File: config.mk
export PLATFORM = sky130hd
export DESIGN_NAME = tsb_cursor
export DESIGN_NICKNAME = d
export VERILOG_FILES = /design/src/sv/tsb_pkg.sv /design/src/sv/tsb_cursor.sv
export SDC_FILE = /design/constraint.sdc
export NUM_CORES = 1
export LEC_CHECK = 0
export BUFFER_PORTS_ARGS = -buffer_cell sky130_fd_sc_hd__clkbuf_2
export CAP_MARGIN = 20
export CORE_ASPECT_RATIO = 1.5
export CORE_MARGIN = 2
export CORE_UTILIZATION = 65
export DETAILED_ROUTE_END_ITERATION = 8
export PLACE_DENSITY_LB_ADDON = 0.3
export REMOVE_ABC_BUFFERS = 1
export SYNTH_ARGS = -nofsm -noshare
export SYNTH_HDL_FRONTEND = slang
export SYNTH_SLANG_ARGS = --single-unit
export TNS_END_PERCENT = 30
File: constraint.sdc
create_clock -name vclk -period 18.6
set_input_delay 3.72 -clock vclk [all_inputs]
set_output_delay 3.72 -clock vclk [all_outputs]
set_load 0.02 [all_outputs]
File: src/sv/tsb_pkg.sv
// Shared types and constants of the text screen buffer with cursor.
package tsb_pkg;

   // Screen geometry limits
   localparam int MAX_COLUMNS = 80;
   localparam int MAX_ROWS    = 24;
   localparam int DEPTH       = MAX_COLUMNS * MAX_ROWS;
   localparam int ADDR_W      = $clog2(DEPTH);

   // Field and register widths
   localparam int COL_W    = 7;
   localparam int ROW_W    = 5;
   localparam int SIZE_W   = COL_W + ROW_W;
   localparam int POS_W    = 11;
   localparam int OP_W     = 3;
   localparam int BYTE_W   = 8;
   localparam int CSR_IDX_W = 2;

   localparam logic [BYTE_W-1:0] FILLER = 8'h5F;
   localparam logic [COL_W-1:0]  RESET_COLUMNS = COL_W'(80);
   localparam logic [ROW_W-1:0]  RESET_ROWS    = ROW_W'(24);
   localparam logic [ADDR_W-1:0] LAST_ADDR     = ADDR_W'(DEPTH - 1);

   typedef enum logic [OP_W-1:0] {
      OP_HOME    = 3'd0,
      OP_ADVANCE = 3'd1,
      OP_BACK    = 3'd2,
      OP_GOTO    = 3'd3,
      OP_CLEAR   = 3'd4,
      OP_READ    = 3'd5,
      OP_WRITE   = 3'd6,
      OP_NOP     = 3'd7
   } op_type;

   typedef enum logic [CSR_IDX_W-1:0] {
      CSR_COLUMNS = 2'd0,
      CSR_ROWS    = 2'd1,
      CSR_SPARE2  = 2'd2,
      CSR_SPARE3  = 2'd3
   } csr_type;

   // Screen geometry handed to the cursor unit
   typedef struct packed {
      logic [COL_W-1:0] columns;
      logic [ROW_W-1:0] rows;
   } geom_type;

   // Saturate a dimension to 1..maxv
   function automatic logic [COL_W-1:0] clamp_dim(input logic [COL_W-1:0] v,
                                                  input logic [COL_W-1:0] maxv);
      logic [COL_W-1:0] r;
      if (v == '0) begin
         r = COL_W'(1);
      end else if (v > maxv) begin
         r = maxv;
      end else begin
         r = v;
      end
      return r;
   endfunction

endpackage

File: src/sv/tsb_cursor.sv
// Next-cursor computation for every command of the screen buffer.
module tsb_cursor (
   input  tsb_pkg::op_type                  op,
   input  logic signed [tsb_pkg::BYTE_W-1:0] column,
   input  logic signed [tsb_pkg::BYTE_W-1:0] row,
   input  logic [tsb_pkg::ADDR_W-1:0]        cursor,
   input  tsb_pkg::geom_type                 geom,
   output logic [tsb_pkg::ADDR_W-1:0]        cursor_next
);

   localparam int WIDE_W = tsb_pkg::SIZE_W + tsb_pkg::ADDR_W + 1;

   logic [tsb_pkg::SIZE_W-1:0] size;
   logic [WIDE_W-1:0]          inc;
   logic                       col_ok;
   logic                       row_ok;
   logic [tsb_pkg::SIZE_W-1:0] prod;
   logic [WIDE_W-1:0]          target;

   // Screen size and advance candidate
   assign size = tsb_pkg::SIZE_W'(geom.columns) * tsb_pkg::SIZE_W'(geom.rows);
   assign inc  = WIDE_W'(cursor) + WIDE_W'(1);

   // Goto bounds and linear index
   assign col_ok = !column[7] && (column[6:0] < geom.columns);
   assign row_ok = !row[7] && (row[6:0] < {2'b00, geom.rows});
   assign prod   = tsb_pkg::SIZE_W'(row[4:0]) * tsb_pkg::SIZE_W'(geom.columns);
   assign target = WIDE_W'(prod) + WIDE_W'(column[6:0]);

   // Select the new cursor by command
   always_comb begin
      unique case (op)
         tsb_pkg::OP_HOME, tsb_pkg::OP_CLEAR: begin
            cursor_next = '0;
         end
         tsb_pkg::OP_ADVANCE: begin
            cursor_next = (inc >= WIDE_W'(size)) ? '0 : inc[tsb_pkg::ADDR_W-1:0];
         end
         tsb_pkg::OP_BACK: begin
            cursor_next = (cursor != '0) ? cursor - tsb_pkg::ADDR_W'(1) : cursor;
         end
         tsb_pkg::OP_GOTO: begin
            cursor_next = (col_ok && row_ok) ? target[tsb_pkg::ADDR_W-1:0] : '0;
         end
         default: begin
            cursor_next = cursor;
         end
      endcase
   end

endmodule

==> results of run 1 <==
## final cells by class
| class | instances | share of cell area, % |
|---|---|---|
| Tap cell | 68 | 2.274 |
| Inverter | 66 | 6.622 |
| Timing Repair Buffer | 53 | 7.090 |
| Multi-Input combinational cell | 369 | 84.01 |
## logic make-up after synthesis
group / share of synthesized area (%)
AND/OR/NAND/NOR: 26.47
adder cells (fa/ha/maj): 43.66
buffers and inverters: 9.052
AO/OA/AOI/OAI: 14.23
XOR/XNOR: 6.589
## routing by layer
| metal | vias to the layer above | track usage (%) |
|---|---|---|
| met1 | 1560 | 38.23 |
| met3 | 43 | 1.925 |
| met5 | - | 0 |
| met2 | 172 | 64.39 |
| li1 | 1601 | - |
| met4 | 0 | 14.31 |
## critical path: stages
cell and delay [ns]:
clkbuf_2 0.17, inv_1 0.11, nor2_1 0.18, fa_1 0.45
fa_1 0.55, inv_1 0.06, fa_1 0.52, inv_1 0.04
ha_1 0.33, o21a_1 0.20, o31a_1 0.11, or4_1 0.47
a2111oi_2 0.32, nor3b_1 0.10, ha_1 0.18, or4b_4 0.49
nor4_4 0.74, a222oi_1 0.25, o211ai_1 0.14, clkbuf_2 0.19
## Yosys cell counts, drive strengths merged, types with 8 or more instances
cell	number	share of area (%)
xnor2	17	4.3
fa	36	21
and2	26	4.7
nand3	11	1.6
xor2	9	2.3
o21ai	19	2.8
inv	66	7.2
a21oi	16	2.3
nor3	8	1.3
ha	63	23
nor2	32	3.5
nand2	56	6.2
## through the flow
step	cell area [um^2]	utilization, %
3_3_place_gp	3741	73.00
4_1_cts	3741	73.00
3_5_place_dp	3741	73.00
5_1_grt	3741	73.00
2_1_floorplan	3391	-
6_report	3741	73.00
## power groups by stage
stage	Clock [W]	Combinational [W]	Sequential, W
5_1_grt	0	0.000216	0
4_1_cts	0	0.000189	0
6_report	0	0.000191	0
3_3_place_gp	0	0.000179	0
3_5_place_dp	0	0.000187	0
2_1_floorplan	0	0.000139	0
## how the worst max path moves through the flow
| stage | end | start | depth (start not counted) | slack, ns |
|---|---|---|---|---|
| floorplan | cursor_next[6] | geom[4] | 18 | 6.23 |
| global placement | cursor_next[2] | geom[7] | 20 | 5.73 |
| detailed placement | cursor_next[2] | geom[6] | 20 | 5.60 |
| CTS | cursor_next[2] | geom[6] | 20 | 5.59 |
| global route | cursor_next[2] | geom[6] | 20 | 5.21 |
| finish | cursor_next[2] | geom[6] | 20 | 5.55 |
==> results.md, run 1 <==
* Final-report hold violation count at 0
* Die area at 5928 um^2
* Internal Pwr Total at 0.00008064 W
* Startpoint types: input pin
* Synth Instances at 448
* Starting DRT DRC Count at 368
* Crit path DAT at 9.33 ns
* Vias in the first global route at 3514
* FP Rows at 32
* Nets at 631
* Most frequent cells in the layout: inv_1 (66), ha_1 (63), nand2_1 (54), clkbuf_2 (53), fa_1 (36)
* Area growth from synthesis to layout at 8.255%
* Dpl hpwl at 8.201 mm
* Fillers at 448
* Top Metal Used: met4
* Buffers on Ports at 53
* Global-route wire length before repair at 15.97 mm
* RSZ-0062 raised after global routing: no
* Leakage at 1.922 nW
* ANT cells at 0
* Placed instance count at 556
* Gr usage total at 33.77%
* WHS at 7.943 ns
* Met2 Wirelength at 4.911 mm
* Net Switching at 0.0001099 W
* Max Slew Vio Count at 0
* GPL Wtd Cong at 1.047
* Antenna-violating nets left at 0
* Met3 routed WL at 560 um
* Fraction of layout cells with a size suffix above 1 at 13.32%
* Max-cap violations at 0
* Drt pass-1 iters at 6
* CORE AREA at 5125 um^2
* Outcome: finished clean
* Kind of critical path: input pin to output port
* Combinational power share at 100.0%
* HP Class: input pin to output port
* FF+latch area at 0 um^2
* Avg WL per Cell at 17.19 um
* WHS Path Cells at 4
* Achievable Freq at 0.07663 GHz
* Vias per cell at 6.072
* Worst Min Path Start: cursor[10]
* Distinct cells, synth at 51
* DR vias at 3376
* Clock Buffer Count at 0
* Die H at 93.31 um
* YS warnings at 0
* Mapped cell area at 3456 um^2
* Multi-input gate area at 3143 um^2
* Average cell area after synthesis at 7.714 um^2
* Part of the power in the clock network at 0%
* Hold EP: cursor_next[10]
* Final setup violation count at 0
* Final std cells w/o fill at 556
* Setup ws final at 5.550 ns
* Drc violations at 0
* Initial cell density of the core at 67.43%
* Sequential cells at 0
* Initial antenna violation count at 0
* CTS hold repair buffers at 0
* Final WL at 9.558 mm
* Critical Path RT at 14.88 ns
* Remaining global-route overflow at 0
* CP endpoint kind: output port
* Largest net degree at the start of global routing at 14
* Power share of the sequential group at 0%
* Final setup TNS at 0 ns
* Crit-path max FO at 13
* Slew @ Worst Pin at 0.7901 ns
* Setup Fix Bufs, Post-CTS at 0
* Post-layout min period at 13.05 ns
* Max VDD drop at 0.00002967 V
* Detailed-routing wirelength on met1 at 3.576 mm
* CTS resizes at 0
* Sw Ratio at 57.67%
* Sequential fraction of the synthesis area at 0%
* Setup WS pre-CTS at 5.596 ns
* Power consumption at 0.0001905 W
* Commonest non-fill, non-tap cell in the layout: inv_1
* Final Cycle Share at 70.16%
* Rel. slew slack at 46.93%
* Die Span X at 63.54 um
* Power Density at 50.92 nW/um^2
* Num ports at 53
No activity file was read; power rests on OpenSTA's default activity.
==> run 2: changes to the inputs <==
CORE_UTILIZATION = 61   (was 65)
clock period = 13.3 ns   (was 18.6 ns; I/O delays follow)
==> run 2 against run 1 <==
Against the previous run: die area is 6.2% higher; final cell count is 0.36% higher; clock-buffer cell count stayed put; combinational power is 39% higher; global-route usage is 2.9 points lower; total power is 39% higher; sequential share of layout area stayed put; sequential cell count stayed put; cell area hardly changed; largest power group unchanged.
==> results.md, run 2 (synthesis gave the netlist of run 1 again) <==
* Outcome: finished clean
* Die Span X at 65.46 um
* Crit-path max FO at 13
* ANT cells at 0
* Drc violations at 0
* FF+latch area at 0 um^2
* Met3 routed WL at 605 um
* Max Slew Vio Count at 0
* Sw Ratio at 57.57%
* Vias in the first global route at 3299
* Internal Pwr Total at 0.0001127 W
* DR vias at 3353
* Area growth from synthesis to layout at 8.327%
* CP peak stage delay at 0.70 ns
* Fraction of layout cells with a size suffix above 1 at 13.32%
* Kind of critical path: input pin to output port
* Largest net degree at the start of global routing at 14
* Antenna-violating nets left at 0
* Rel. slew slack at 50.76%
* Sequential cells at 0
* Die H at 96.19 um
* Die area at 6296 um^2
* Hold EP: cursor_next[2]
* Initial antenna violation count at 0
* Avg WL per Cell at 16.82 um
* Achievable Freq at 0.09201 GHz
* CTS resizes at 0
* Slew @ Worst Pin at 0.7331 ns
* Initial cell density of the core at 63.41%
* Power Density at 70.92 nW/um^2
* Drt pass-1 iters at 5
* Buffers on Ports at 53
* Global-route wire length before repair at 15.15 mm
* HP Class: input pin to output port
* Part of the power in the clock network at 0%
* Most frequent cells in the layout: inv_1 (66), ha_1 (63), nand2_1 (54), clkbuf_2 (53), fa_1 (36)
* Met2 Wirelength at 4.716 mm
* Final WL at 9.383 mm
* Cell Chain, Critical Path: clkbuf_2, inv_1, nor2_1, fa_1, fa_1, inv_1, fa_1, inv_1, ha_1, o21a_1, o31a_1, or4_1, a2111oi_2, nor3b_1, ha_1, or4b_4, nor4_4, a221o_1, a221o_1, clkbuf_2
* Final setup violation count at 0
* FP Rows at 33
* Num ports at 53
* CP endpoint kind: output port
* Starting DRT DRC Count at 239
* Worst Min Path Start: cursor[2]
* Remaining global-route overflow at 0
* Final Cycle Share at 81.72%
* WHS at 5.797 ns
* Max VDD drop at 0.00003797 V
* Startpoint types: input pin
* Vias per cell at 6.009
* Final setup TNS at 0 ns
* Final-report hold violation count at 0
* Final std cells w/o fill at 558
* Gr usage total at 30.90%
* Power share of the sequential group at 0%
* Clock Buffer Count at 0
* Placed instance count at 558
* Fillers at 501
* Critical Path RT at 10.64 ns
* Dpl hpwl at 8.125 mm
* Max-cap violations at 0
* CORE AREA at 5450 um^2
* CTS hold repair buffers at 0
* Nets at 631
* Top Metal Used: met4
* Combinational power share at 100.0%
* Commonest non-fill, non-tap cell in the layout: inv_1
* Crit path max-delay cell type: nor4_4
* GPL Wtd Cong at 1.042
* Worst path bufs/invs at 5
* WHS Path Cells at 3
* Post-layout min period at 10.87 ns
* Net Switching at 0.0001528 W
* Leakage at 1.922 nW
* Delay-heaviest family, CP: adder cells
* Detailed-routing wirelength on met1 at 3.518 mm
* Crit path DAT at 8.21 ns
* Setup Fix Bufs, Post-CTS at 0
* RSZ-0062 raised after global routing: no
## run 2: cell counts in the layout (fill, tap and decap cells not counted)
No cell type changed its count.
## run 2: cell type report
| type | count | area [um^2] | area share [%] |
|---|---|---|---|
| well taps | 70 | 87.58 | 2.340 |
| inverters | 66 | 247.7 | 6.618 |
| repair buffers | 53 | 265.3 | 7.086 |
| multi-input cells | 369 | 3143 | 83.96 |
## run 2: routing by layer
metal	global-route usage, %	up-vias
met2	58.16	172
met3	1.871	37
met5	0	-
met4	15.10	0
li1	-	1596
met1	34.80	1548
## run 2: how the worst max path moves through the flow
stage | from | end | slack [ns] | cells after the start
after floorplan | geom[4] | cursor_next[6] | 3.05 | 18
after global placement | geom[7] | cursor_next[2] | 2.51 | 20
after detailed placement | geom[6] | cursor_next[2] | 2.44 | 20
after CTS | geom[6] | cursor_next[2] | 2.44 | 20
after global routing | geom[6] | cursor_next[6] | 2.04 | 20
final | geom[7] | cursor_next[6] | 2.43 | 20
## run 2: power by group through the flow
stage / clock (W) / sequential [W] / combinational [W]
after detailed placement: 0 / 0 / 0.000262
final: 0 / 0 / 0.000266
after global placement: 0 / 0 / 0.000250
after global routing: 0 / 0 / 0.000299
after CTS: 0 / 0 / 0.000265
after floorplan: 0 / 0 / 0.000194
## run 2: stage by stage
stage          util [%]  worst slack [ns]  instance area (um^2)  total power [W]
2_1_floorplan         -             3.049                  3391        0.0001939
3_3_place_gp      68.69             2.510                  3744        0.0002504
3_5_place_dp      68.69             2.444                  3744        0.0002620
4_1_cts           68.69             2.443                  3744        0.0002648
5_1_grt           68.69             2.040                  3744        0.0002989
6_report          68.69             2.432                  3744        0.0002655
==> run 3: changes to the inputs <==
clock period = 11 ns   (was 13.3 ns; I/O delays follow)
==> run 3 against run 2 <==
Against the previous run: clock-buffer cell count unchanged; die area unchanged; non-clock buffer count stayed put; global-route usage decreased by 0.79 points; first-iteration DRC count down 21%; total power up 20%; cell area is the same; routed wire length shrank 1.4%; worst setup slack worse by 1.4 ns; largest power group unchanged.
==> results.md, run 3 (synthesis gave the netlist of run 1 again) <==
* Crit path DAT at 7.78 ns
* Crit-path max FO at 13
* Post-layout min period at 9.975 ns
* Starting DRT DRC Count at 188
* Drc violations at 0
* WHS at 4.888 ns
* Max-cap violations at 0
* Final setup violation count at 0
* Final setup TNS at 0 ns
* Achievable Freq at 0.1002 GHz
* Area growth from synthesis to layout at 8.327%
* Combinational power share at 100.0%
* WHS Path Cells at 4
* Fraction of layout cells with a size suffix above 1 at 13.32%
* Clock Buffer Count at 0
* DR vias at 3330
* Setup Fix Bufs, Post-CTS at 0
* Initial antenna violation count at 0
* Vias per cell at 5.968
* Part of the power in the clock network at 0%
* Nets at 631
* Final Cycle Share at 90.69%
* Initial cell density of the core at 63.41%
* Global-route wire length before repair at 14.77 mm
* Power Density at 85.13 nW/um^2
* CORE AREA at 5450 um^2
* Power share of the sequential group at 0%
* Largest net degree at the start of global routing at 14
* Critical Path RT at 8.80 ns
* Setup ws final at 1.025 ns
* Gr usage total at 30.11%
* Critical path origin: geom[7]
* Leakage at 1.922 nW
* Final WL at 9.252 mm
* CTS hold repair buffers at 0
* Slew @ Worst Pin at 0.7473 ns
* Sequential cells at 0
* ANT cells at 0
* Buffers on Ports at 53
* Antenna-violating nets left at 0
* Net Switching at 0.0001823 W
* Die Span X at 65.46 um
* Die H at 96.19 um
* Kind of critical path: input pin to output port
* Drt pass-1 iters at 5
* Die area at 6296 um^2
* Setup WS pre-CTS at 1.037 ns
* Dpl hpwl at 8.031 mm
* Startpoint types: input pin
* Final-report hold violation count at 0
* CP endpoint kind: output port
* Sw Ratio at 57.20%
* FF+latch area at 0 um^2
* GPL Wtd Cong at 1.042
* Worst Min Path Start: cursor[10]
* Rel. slew slack at 49.80%
* Remaining global-route overflow at 0
* HP Class: input pin to output port
* Vias in the first global route at 3215
* Hold EP: cursor_next[10]
* Avg WL per Cell at 16.58 um
* Internal Pwr Total at 0.0001364 W
* Max Slew Vio Count at 0
* RSZ-0062 raised after global routing: no
* Commonest non-fill, non-tap cell in the layout: inv_1
* FP Rows at 33
* Max VDD drop at 0.00004895 V
* Num ports at 53
* Fillers at 483
* Most frequent cells in the layout: inv_1 (66), ha_1 (63), nand2_1 (54), clkbuf_2 (53), fa_1 (36)
* Outcome: finished clean
* CTS resizes at 0
[run 3: power by group through the flow]
stage          combinational [W]  clock [W]  sequential, W
2_1_floorplan           0.000234          0              0
3_3_place_gp            0.000303          0              0
3_5_place_dp            0.000316          0              0
4_1_cts                 0.000318          0              0
5_1_grt                 0.000360          0              0
6_report                0.000319          0              0
[run 3: layout make-up]
cell class / count / area [um^2] / share of cell area (%)
inverter: 66 / 247.7 / 6.618
multi-input combinational: 369 / 3143 / 83.96
tap: 70 / 87.58 / 2.340
timing repair buffer: 53 / 265.3 / 7.086
[run 3: metrics by stage]
| stage | cell area (um^2) | power (W) | cells | util, % |
|---|---|---|---|---|
| 4_1_cts | 3744 | 0.0003184 | 558 | 68.69 |
| 3_5_place_dp | 3744 | 0.0003155 | 558 | 68.69 |
| 3_3_place_gp | 3744 | 0.0003028 | 558 | 68.69 |
| 2_1_floorplan | 3391 | 0.0002345 | 435 | - |
| 6_report | 3744 | 0.0003187 | 558 | 68.69 |
| 5_1_grt | 3744 | 0.0003600 | 558 | 68.69 |
[run 3: worst max-delay path by stage]
stage | end | depth (start not counted)
final | cursor_next[2] | 20
after global routing | cursor_next[2] | 20
after CTS | cursor_next[2] | 20
after detailed placement | cursor_next[2] | 20
after global placement | cursor_next[2] | 20
after floorplan | cursor_next[6] | 18
[run 3: metal layers]
metal | track usage, % | vias up | wire [um]
li1 | - | 1598 | -
met2 | 56.89 | 141 | 4726
met4 | 13.54 | 0 | 451
met3 | 0.4678 | 29 | 469
met1 | 35.07 | 1562 | 3605
met5 | 0 | - | 0
[run 3: worst max-delay path: stages]
cell and delay [ns]:
clkbuf_2 0.17, inv_1 0.11, nor2_1 0.16, fa_1 0.46
fa_1 0.54, inv_1 0.05, fa_1 0.53, inv_1 0.04
ha_1 0.32, o21a_1 0.19, o31a_1 0.11, or4_1 0.47
a2111oi_2 0.32, nor3b_1 0.10, ha_1 0.21, or4b_4 0.50
nor4_4 0.71, a222oi_1 0.25, o211ai_1 0.14, clkbuf_2 0.19
